**config.mk**
```make
export PLATFORM = sky130hd
export DESIGN_NAME = its_36bit_file_byte_decoder_unit
export DESIGN_NICKNAME = d
export VERILOG_FILES = /design/src/rtl/core/fbd_pkg.sv /design/src/rtl/core/fbd_char_map.sv /design/src/rtl/core/fbd_word_engine.sv /design/src/rtl/core/its_36bit_file_byte_decoder_unit.sv
export SDC_FILE = /design/constraint.sdc
export NUM_CORES = 1
export LEC_CHECK = 0
export ABC_AREA = 1
export BUFFER_PORTS_ARGS = -buffer_cell sky130_fd_sc_hd__buf_2
export CAP_MARGIN = 20
export CORE_ASPECT_RATIO = 0.6
export CORE_UTILIZATION = 50
export DETAILED_ROUTE_END_ITERATION = 10
export PLACE_DENSITY = 0.68
export REMOVE_ABC_BUFFERS = 1
export SETUP_SLACK_MARGIN = 0.05
export SLEW_MARGIN = 20
export SYNTH_ARGS = -nofsm -noshare
export SYNTH_HDL_FRONTEND = slang
export SYNTH_SLANG_ARGS = --single-unit
```
**constraint.sdc**
```tcl
create_clock -name i_clk -period 4.8 [get_ports i_clk]
set_input_delay 0.72 -clock i_clk [delete_from_list [all_inputs] [get_ports i_clk]]
set_output_delay 0.72 -clock i_clk [all_outputs]
set_load 0.03 [all_outputs]
```
**src/rtl/core/fbd_pkg.sv**
```systemverilog
package fbd_pkg;

    // widths of the transaction fields
    localparam int unsigned WORD_W = 36;
    localparam int unsigned CHAR_W = 7;
    localparam int unsigned BYTE_W = 8;
    // stored bits: at most four characters, or a lead nibble plus three raw bytes
    localparam int unsigned ACC_W  = 28;

    // item kinds
    localparam logic KIND_BYTE = 1'b0;
    localparam logic KIND_END  = 1'b1;

    // special file bytes
    localparam logic [BYTE_W-1:0] BYTE_LF       = 8'o012;
    localparam logic [BYTE_W-1:0] BYTE_CR       = 8'o015;
    localparam logic [BYTE_W-1:0] BYTE_RUBOUT   = 8'o177;
    localparam logic [BYTE_W-1:0] BYTE_ESC_RUB  = 8'o207;
    localparam logic [BYTE_W-1:0] BYTE_ESC_LF   = 8'o212;
    localparam logic [BYTE_W-1:0] BYTE_ESC_CR   = 8'o215;
    localparam logic [BYTE_W-1:0] BYTE_ESC_LAST = 8'o355;
    localparam logic [BYTE_W-1:0] BYTE_CR_ONLY  = 8'o356;
    localparam logic [BYTE_W-1:0] BYTE_RUB_ONLY = 8'o357;
    localparam logic [BYTE_W-1:0] BYTE_LEAD_LO  = 8'o360;

    // characters placed in words
    localparam logic [CHAR_W-1:0] CH_BEL = 7'o007;
    localparam logic [CHAR_W-1:0] CH_LF  = 7'o012;
    localparam logic [CHAR_W-1:0] CH_CR  = 7'o015;
    localparam logic [CHAR_W-1:0] CH_RUB = 7'o177;

    // character counts
    localparam logic [2:0] CNT_FULL  = 3'd5;
    localparam logic [2:0] CNT_OVER  = 3'd6;
    // raw bytes owed after a lead byte
    localparam logic [2:0] RAW_BYTES = 3'd4;

    typedef struct packed {
        logic              kind;
        logic [BYTE_W-1:0] byte_value;
    } t_in_item;

    typedef struct packed {
        logic [WORD_W-1:0] word_value;
        logic              word_valid;
        logic              end_flag;
        logic              format_error;
    } t_out_item;

    // decoded view of one file byte
    typedef struct packed {
        logic              is_lead;
        logic              two_chars;
        logic [CHAR_W-1:0] char_a;
        logic [CHAR_W-1:0] char_b;
    } t_char_map;

    // engine result for one processed transaction
    typedef struct packed {
        logic      has_result;
        t_out_item item;
    } t_engine_res;

endpackage

```
**src/rtl/core/fbd_char_map.sv**
```systemverilog
module fbd_char_map import fbd_pkg::*; (
    input  logic [BYTE_W-1:0] i_byte,
    output t_char_map         o_map
);

    // byte to one or two characters, or binary lead
    always_comb begin
        o_map.is_lead   = 1'b0;
        o_map.two_chars = 1'b0;
        o_map.char_a    = i_byte[CHAR_W-1:0];
        o_map.char_b    = '0;
        if (i_byte >= BYTE_LEAD_LO) begin
            o_map.is_lead = 1'b1;
        end else if (i_byte == BYTE_LF) begin
            o_map.two_chars = 1'b1;
            o_map.char_a    = CH_CR;
            o_map.char_b    = CH_LF;
        end else if (i_byte == BYTE_CR) begin
            o_map.char_a = CH_LF;
        end else if (i_byte < BYTE_RUBOUT) begin
            o_map.char_a = i_byte[CHAR_W-1:0];
        end else if (i_byte == BYTE_RUBOUT) begin
            o_map.two_chars = 1'b1;
            o_map.char_a    = CH_RUB;
            o_map.char_b    = CH_BEL;
        end else if (i_byte == BYTE_ESC_RUB) begin
            o_map.two_chars = 1'b1;
            o_map.char_a    = CH_RUB;
            o_map.char_b    = CH_RUB;
        end else if (i_byte == BYTE_ESC_LF) begin
            o_map.two_chars = 1'b1;
            o_map.char_a    = CH_RUB;
            o_map.char_b    = CH_CR;
        end else if (i_byte == BYTE_ESC_CR) begin
            o_map.two_chars = 1'b1;
            o_map.char_a    = CH_RUB;
            o_map.char_b    = CH_LF;
        end else if (i_byte <= BYTE_ESC_LAST) begin
            // escape then the byte less 0200
            o_map.two_chars = 1'b1;
            o_map.char_a    = CH_RUB;
            o_map.char_b    = i_byte[CHAR_W-1:0];
        end else if (i_byte == BYTE_CR_ONLY) begin
            o_map.char_a = CH_CR;
        end else begin
            o_map.char_a = CH_RUB;
        end
    end

endmodule

```
**src/rtl/core/fbd_word_engine.sv**
```systemverilog
module fbd_word_engine import fbd_pkg::*; (
    input  logic        i_clk,
    input  logic        i_rst_n,
    input  logic        i_proc,
    input  t_in_item    i_item,
    output t_engine_res o_res
);

    logic [ACC_W-1:0]  r_acc, n_acc;
    logic [2:0]        r_cnt, n_cnt;
    logic [CHAR_W-1:0] r_carry_char, n_carry_char;
    logic              r_carry_valid, n_carry_valid;
    logic [2:0]        r_left, n_left;
    logic              r_failed, n_failed;

    t_char_map          map;
    logic [2:0]         e_cnt;
    logic [ACC_W-1:0]   e_acc;
    logic [41:0]        wide;
    logic [2:0]         sum_cnt;
    logic [WORD_W-1:0]  wide_b;

    fbd_char_map u_map (
        .i_byte (i_item.byte_value),
        .o_map  (map)
    );

    // accumulator as seen after a carried character is taken in
    always_comb begin
        e_cnt = r_carry_valid ? 3'd1 : r_cnt;
        if (r_carry_valid) begin
            e_acc = {{(ACC_W-CHAR_W){1'b0}}, r_carry_char};
        end else if (r_cnt == 3'd0) begin
            e_acc = '0;
        end else begin
            e_acc = r_acc;
        end
        if (map.two_chars) begin
            wide    = {e_acc, map.char_a, map.char_b};
            sum_cnt = e_cnt + 3'd2;
        end else begin
            wide    = {7'd0, e_acc, map.char_a};
            sum_cnt = e_cnt + 3'd1;
        end
        wide_b = {r_acc, i_item.byte_value};
    end

    // next state and result
    always_comb begin
        n_acc         = r_acc;
        n_cnt         = r_cnt;
        n_carry_char  = r_carry_char;
        n_carry_valid = r_carry_valid;
        n_left        = r_left;
        n_failed      = r_failed;
        o_res         = '0;
        if (i_proc) begin
            if (i_item.kind == KIND_END) begin
                o_res.has_result    = 1'b1;
                o_res.item.end_flag = 1'b1;
                if (r_failed) begin
                    o_res.item.format_error = 1'b1;
                end else if (r_left != 3'd0) begin
                    // missing raw bytes read as zero
                    o_res.item.word_valid = 1'b1;
                    case (r_left)
                        3'd4:    o_res.item.word_value = {r_acc[3:0], 32'd0};
                        3'd3:    o_res.item.word_value = {r_acc[11:0], 24'd0};
                        3'd2:    o_res.item.word_value = {r_acc[19:0], 16'd0};
                        default: o_res.item.word_value = {r_acc[27:0], 8'd0};
                    endcase
                end else begin
                    // pad partial text word with zero characters
                    o_res.item.word_valid = (e_cnt != 3'd0);
                    case (e_cnt)
                        3'd1:    o_res.item.word_value = {e_acc[6:0], 29'd0};
                        3'd2:    o_res.item.word_value = {e_acc[13:0], 22'd0};
                        3'd3:    o_res.item.word_value = {e_acc[20:0], 15'd0};
                        3'd4:    o_res.item.word_value = {e_acc[27:0], 8'd0};
                        default: o_res.item.word_value = '0;
                    endcase
                end
                n_cnt         = '0;
                n_left        = '0;
                n_carry_valid = 1'b0;
                n_failed      = 1'b0;
            end else if (!r_failed) begin
                if (r_left != 3'd0) begin
                    // raw byte of a binary word
                    n_left = r_left - 3'd1;
                    if (r_left == 3'd1) begin
                        o_res.has_result      = 1'b1;
                        o_res.item.word_valid = 1'b1;
                        o_res.item.word_value = wide_b;
                        n_cnt                 = '0;
                    end else begin
                        n_acc = wide_b[ACC_W-1:0];
                    end
                end else begin
                    n_carry_valid = 1'b0;
                    if (map.is_lead) begin
                        if (e_cnt != 3'd0) begin
                            n_failed                = 1'b1;
                            o_res.has_result        = 1'b1;
                            o_res.item.format_error = 1'b1;
                        end else begin
                            n_acc  = {{(ACC_W-4){1'b0}}, i_item.byte_value[3:0]};
                            n_left = RAW_BYTES;
                            n_cnt  = '0;
                        end
                    end else if (sum_cnt == CNT_FULL) begin
                        o_res.has_result      = 1'b1;
                        o_res.item.word_valid = 1'b1;
                        o_res.item.word_value = {wide[34:0], 1'b0};
                        n_cnt                 = '0;
                    end else if (sum_cnt == CNT_OVER) begin
                        // second character spills into the next word
                        o_res.has_result      = 1'b1;
                        o_res.item.word_valid = 1'b1;
                        o_res.item.word_value = {wide[41:7], 1'b0};
                        n_carry_char          = wide[6:0];
                        n_carry_valid         = 1'b1;
                        n_cnt                 = '0;
                    end else begin
                        n_acc = wide[ACC_W-1:0];
                        n_cnt = sum_cnt;
                    end
                end
            end
        end
    end

    // state registers
    always_ff @(posedge i_clk) begin
        if (!i_rst_n) begin
            r_cnt         <= '0;
            r_carry_valid <= 1'b0;
            r_left        <= '0;
            r_failed      <= 1'b0;
        end else begin
            r_cnt         <= n_cnt;
            r_carry_valid <= n_carry_valid;
            r_left        <= n_left;
            r_failed      <= n_failed;
        end
    end

    always_ff @(posedge i_clk) begin
        r_acc        <= n_acc;
        r_carry_char <= n_carry_char;
    end

endmodule

```
**src/rtl/core/its_36bit_file_byte_decoder_unit.sv**
```systemverilog
// Rebuilds 36-bit words from a file byte stream: text bytes become 7-bit
// characters packed five to a word (low bit zero), with line-end and escape
// expansion, and lead bytes 0360-0377 open a binary word of four raw bytes.
// One transaction is accepted every cycle while o_in_stall is low; a
// transaction passes the input register, the single decode step and
// then the result register, which offers its result, if any. A binary
// lead byte arriving mid-word (a carried character counts) reports a
// format error, after which bytes are dropped until the end transaction,
// which answers with format_error set; otherwise an end flushes a padded
// word. An end always answers with end_flag set and returns the block to its reset state.
module its_36bit_file_byte_decoder_unit import fbd_pkg::*; (
    input  logic      i_clk,
    input  logic      i_rst_n,
    input  logic      i_in_valid,
    output logic      o_in_stall,
    input  t_in_item  i_in_data,
    output logic      o_out_valid,
    input  logic      i_out_stall,
    output t_out_item o_out_data
);

    logic        r_in_valid;
    t_in_item    r_in;
    logic        r_out_valid;
    t_out_item   r_out;
    logic        out_free;
    logic        proc;
    t_engine_res res;

    // handshake control
    assign out_free   = !r_out_valid || !i_out_stall;
    assign proc       = r_in_valid && out_free;
    assign o_in_stall = r_in_valid && !out_free;

    fbd_word_engine u_engine (
        .i_clk   (i_clk),
        .i_rst_n (i_rst_n),
        .i_proc  (proc),
        .i_item  (r_in),
        .o_res   (res)
    );

    // input register
    always_ff @(posedge i_clk) begin
        if (!i_rst_n) begin
            r_in_valid <= 1'b0;
        end else if (!o_in_stall) begin
            r_in_valid <= i_in_valid;
        end
    end

    always_ff @(posedge i_clk) begin
        if (!o_in_stall && i_in_valid) begin
            r_in <= i_in_data;
        end
    end

    // result register
    always_ff @(posedge i_clk) begin
        if (!i_rst_n) begin
            r_out_valid <= 1'b0;
        end else if (proc && res.has_result) begin
            r_out_valid <= 1'b1;
        end else if (!i_out_stall) begin
            r_out_valid <= 1'b0;
        end
    end

    always_ff @(posedge i_clk) begin
        if (proc && res.has_result) begin
            r_out <= res.item;
        end
    end

    assign o_out_valid = r_out_valid;
    assign o_out_data  = r_out;

`ifndef SYNTHESIS
    // an empty result only answers an end transaction or an error
    a_empty_result: assert property (@(posedge i_clk) disable iff (!i_rst_n)
        (o_out_valid && !o_out_data.word_valid) |->
            ((o_out_data.word_value == '0) &&
             (o_out_data.end_flag || o_out_data.format_error)))
        else $error("empty result without end or error");

    // an error never carries a word
    a_error_no_word: assert property (@(posedge i_clk) disable iff (!i_rst_n)
        o_out_valid |-> !(o_out_data.word_valid && o_out_data.format_error))
        else $error("format error with a word");

    // every end transaction produces an end result
    a_end_answered: assert property (@(posedge i_clk) disable iff (!i_rst_n)
        (proc && (r_in.kind == KIND_END)) |=> (o_out_valid && o_out_data.end_flag))
        else $error("end transaction gave no end result");
`endif

endmodule

```
==> results by group <==
Die
  – Die Width: 151 um
  – DIE AREA: roughly 14000 um^2
  – Rows: 32
  – Die H: 91.7 um
  – IO Pins: 54
  – Core outline area: between 10000 and 15000 um^2
  – Initial Util: 0.518

Layout
  – # diodes: 0
  – Share of layout cells above drive strength 1: 0.123
  – Layout Nets: roughly 980
  – Area Overhead vs Synth: 9.84%
  – Fillers: 1232

Placed design
  – Gp weighted congestion: slightly below 1
  – Final HPWL from detailed placement: 15900 um
  – Port bufs: 53

Clocking
  – CTS resizes: 0
  – Cts bufs inserted: 9
  – CTS clk-pin slew, worst paths: around 0.070 ns
  – TritonCTS clock tree: yes
  – # clock sinks: 93
  – Root Driver: clkbuf_16
  – Post-CTS Setup Inserts: 0
  – Clk buf depth: 2
  – H-tree levels: 3
  – Hold-fix buffers, CTS: 0
  – Clock latency at the later pin of the worst-skew pair: about 0.36 ns

Logic synthesis
  – Yosys reg bits: 93
  – Synth cell types: 38
  – Syn Area/Cell: slightly above 7 um^2
  – Synth Cell Area: roughly 6700 um^2
  – Post-Syn Instances: roughly 930
  – Sequential area share after synthesis: 0.402
  – Fraction of registers with async set/reset: 0
  – Top_reg_cell synth: edfxtp_1
  – EDFF count, synth: between 80 and 90
  – Ys Warns: 0

Setup path
  – CP required: slightly below 5 ns
  – Family with the most delay on the worst path: simple AND/OR/NAND/NOR gates
  – Worst path bufs/invs: 7
  – Worst EP arrival: 3.95 ns
  – Crit path max fanout: 16
  – Setup CP Type: flop to flop
  – Worst path slowest cell: nor2_2
  – CP max stage delay: roughly 0.67 ns
  – Crit-path cells: buf_4 -> inv_1 -> buf_4 -> nand2_1 -> inv_1 -> ha_1 -> ha_1 -> inv_1 -> nand3_1 -> nand2_1 -> nand3_2 -> buf_4 -> nand2_1 -> nand2_1 -> nand3_1 -> nor2_2 -> buf_4
  – Startpoint Class: flop
  – CP Capture Type: flop

Power and ir drop
  – Total power: around 2200 uW
  – Sequential fraction of design power: 0.435
  – Sw power: 791 uW
  – Peak supply drop: around 0.19 mV
  – Pint: about 1400 uW
  – Clock power frac: 0.317
  – Switching Fraction: 0.355
  – Logic pwr share: 0.248
  – Static Leakage: between 0.003 and 0.004 uW
  – Pwr/cell area: slightly above 300 nW/um^2

Detailed routing
  – Via density: ~6.3
  – Total vias in the final route: around 7200
  – DRT iter0 DRCs: about 1200
  – Drt first pass iters: 5
  – WL/cell: around 21 um
  – Final ANT Viol Nets: 0
  – Final routed DRC violation total: 0
  – DRT Wirelength: approximately 24000 um

Flow run
  – Max-Cap Viols: 0

STA
  – RSZ-0062 raised after global routing: no
  – Worst Clk Skew: ~0.011 ns
  – Hold WS: just under 0.5 ns
  – Slew Viols, Final: 0
  – Worst slew pin tran: ~0.96 ns
  – Fin. Hold Viols: 0
  – Slew HR: 0.360
  – F_max: between 0.2 and 0.3 GHz
  – Final period utilization: 0.813
  – Final setup vio count: 0
  – Tmin final: roughly 4 ns

Hold path
  – Tightest Hold Check Type: flop to flop

Global routing
  – Largest net degree at the start of global routing: between 40 and 50
  – Global Route Usage Sum: 0.355
  – Initial antenna violation count: 0
  – First-pass GRT wire length: 36900 um
  – Vias in the first global route: 6608
  – Final global-route overflow total: 0

Outcome
  – Status: complete, no violations
-- worst min-delay path, delay by kind of cell, from the launching register on --
kind               cells  cell delay (ns)
AOI/OAI and AO/OA      1             0.06
and+or+nand+nor        1             0.07
DFF                    1             0.33
-- synth_stat cells, types with 2 or more instances --
library cell    n  share of area
nand2_1       225           0.13
inv_1         131          0.073
o21ai_0       102          0.076
edfxtp_1       83           0.37
a21oi_1        69          0.052
nor2_1         53          0.030
nand3_1        48          0.036
clkbuf_1       32          0.018
o22ai_1        32          0.030
nor3_1         19          0.014
buf_2          16          0.012
o221ai_1       16          0.021
o21ai_1        13         0.0097
dfxtp_1        10          0.030
o2111ai_1      10          0.013
a31oi_1         7         0.0065
nand2_2         7         0.0065
o211ai_1        7         0.0078
nand4_1         6         0.0056
a22oi_1         5         0.0056
ha_1            5         0.0093
buf_4           4         0.0045
inv_2           4         0.0022
nand2_4         4         0.0067
nor4_1          4         0.0037
buf_6           3         0.0050
nand3_2         3         0.0045
a211oi_1        2         0.0022
a21oi_2         2         0.0026
nor2_2          2         0.0019
o21ai_2         2         0.0026
-- path summary, 6_finish.rpt --
path | from | endpoint | slack, ns | cells past startpoint
max | u_engine.r_carry_valid | u_engine.r_acc[15] | 0.90 | 17
max reg2reg | u_engine.r_carry_valid | u_engine.r_acc[15] | 0.90 | 17
min | u_engine.r_cnt[0] | u_engine.r_cnt[0] | 0.49 | 2
min reg2reg | u_engine.r_cnt[0] | u_engine.r_cnt[0] | 0.49 | 2
-- cell families after synthesis --
logic type | count (synthesis) | share of synthesized area
muxes | 1 | 0.00149
adders and majority gates | 5 | 0.00934
AOI/OAI and AO/OA | 270 | 0.233
and+or+nand+nor | 373 | 0.239
buffers and inverters | 191 | 0.116
DFF | 93 | 0.402
-- through the flow --
step | std cells | setup TNS, ns | setup WS [ns] | cell area, um^2 | utilization
after CTS | 1138 | 0 | 0.964 | 7360 | 0.569
after floorplan | 878 | -9.94 | -0.255 | 6430 | -
after global placement | 1122 | 0 | 1.06 | 7080 | 0.547
final | 1138 | 0 | 0.899 | 7360 | 0.569
after detailed placement | 1122 | 0 | 0.991 | 7080 | 0.547
after global routing | 1138 | 0 | 0.708 | 7360 | 0.569
-- power groups by stage --
stage	clock, uW	sequential [uW]	combinational [uW]
3_3_place_gp	0	983	530
2_1_floorplan	0	1020	296
3_5_place_dp	0	984	527
4_1_cts	717	966	529
6_report	706	967	552
5_1_grt	733	972	592
-- flip-flops by register name, summed over array words and instances, names as in the netlist --
signal	count
u_engine.r_failed	1
u_engine.r_acc	28
u_engine.r_left	3
r_in_valid	1
u_engine.r_carry_valid	1
u_engine.r_carry_char	7
r_in	9
o_out_data	39
o_out_valid	1
u_engine.r_cnt	3
-- placed cells by master, fill, tap and decap left out, types with 5 or more instances in the layout --
cell	netlist	routed
nand2_1	225	225
inv_1	131	130
o21ai_0	102	102
edfxtp_1	83	83
a21oi_1	69	69
buf_2	16	53
nor2_1	53	50
nand3_1	48	48
o22ai_1	32	32
buf_4	4	21
nor3_1	19	19
o221ai_1	16	16
o21ai_1	13	13
o2111ai_1	10	10
dfxtp_1	10	10
clkbuf_16	0	9
nand2_2	7	7
o211ai_1	7	7
a31oi_1	7	7
nand4_1	6	6
nor2_2	2	5
a22oi_1	5	5
ha_1	5	5
-- final cells by class --
type / instances / area [um^2] / share of cell area
clock buffer: 9 / 225 / 0.0306
clock inverter: 7 / 55.1 / 0.00748
inverter: 136 / 510 / 0.0694
multi-input combinational: 649 / 3240 / 0.440
sequential: 93 / 2690 / 0.366
tap: 170 / 213 / 0.0289
timing repair buffer: 74 / 423 / 0.0575
-- metal layers --
metal,wire (um),track usage
met1,10000,0.526
met2,8790,0.459
met3,3990,0.142
met4,752,0.114
met5,0,0
No activity file was read; power rests on OpenSTA's default activity.
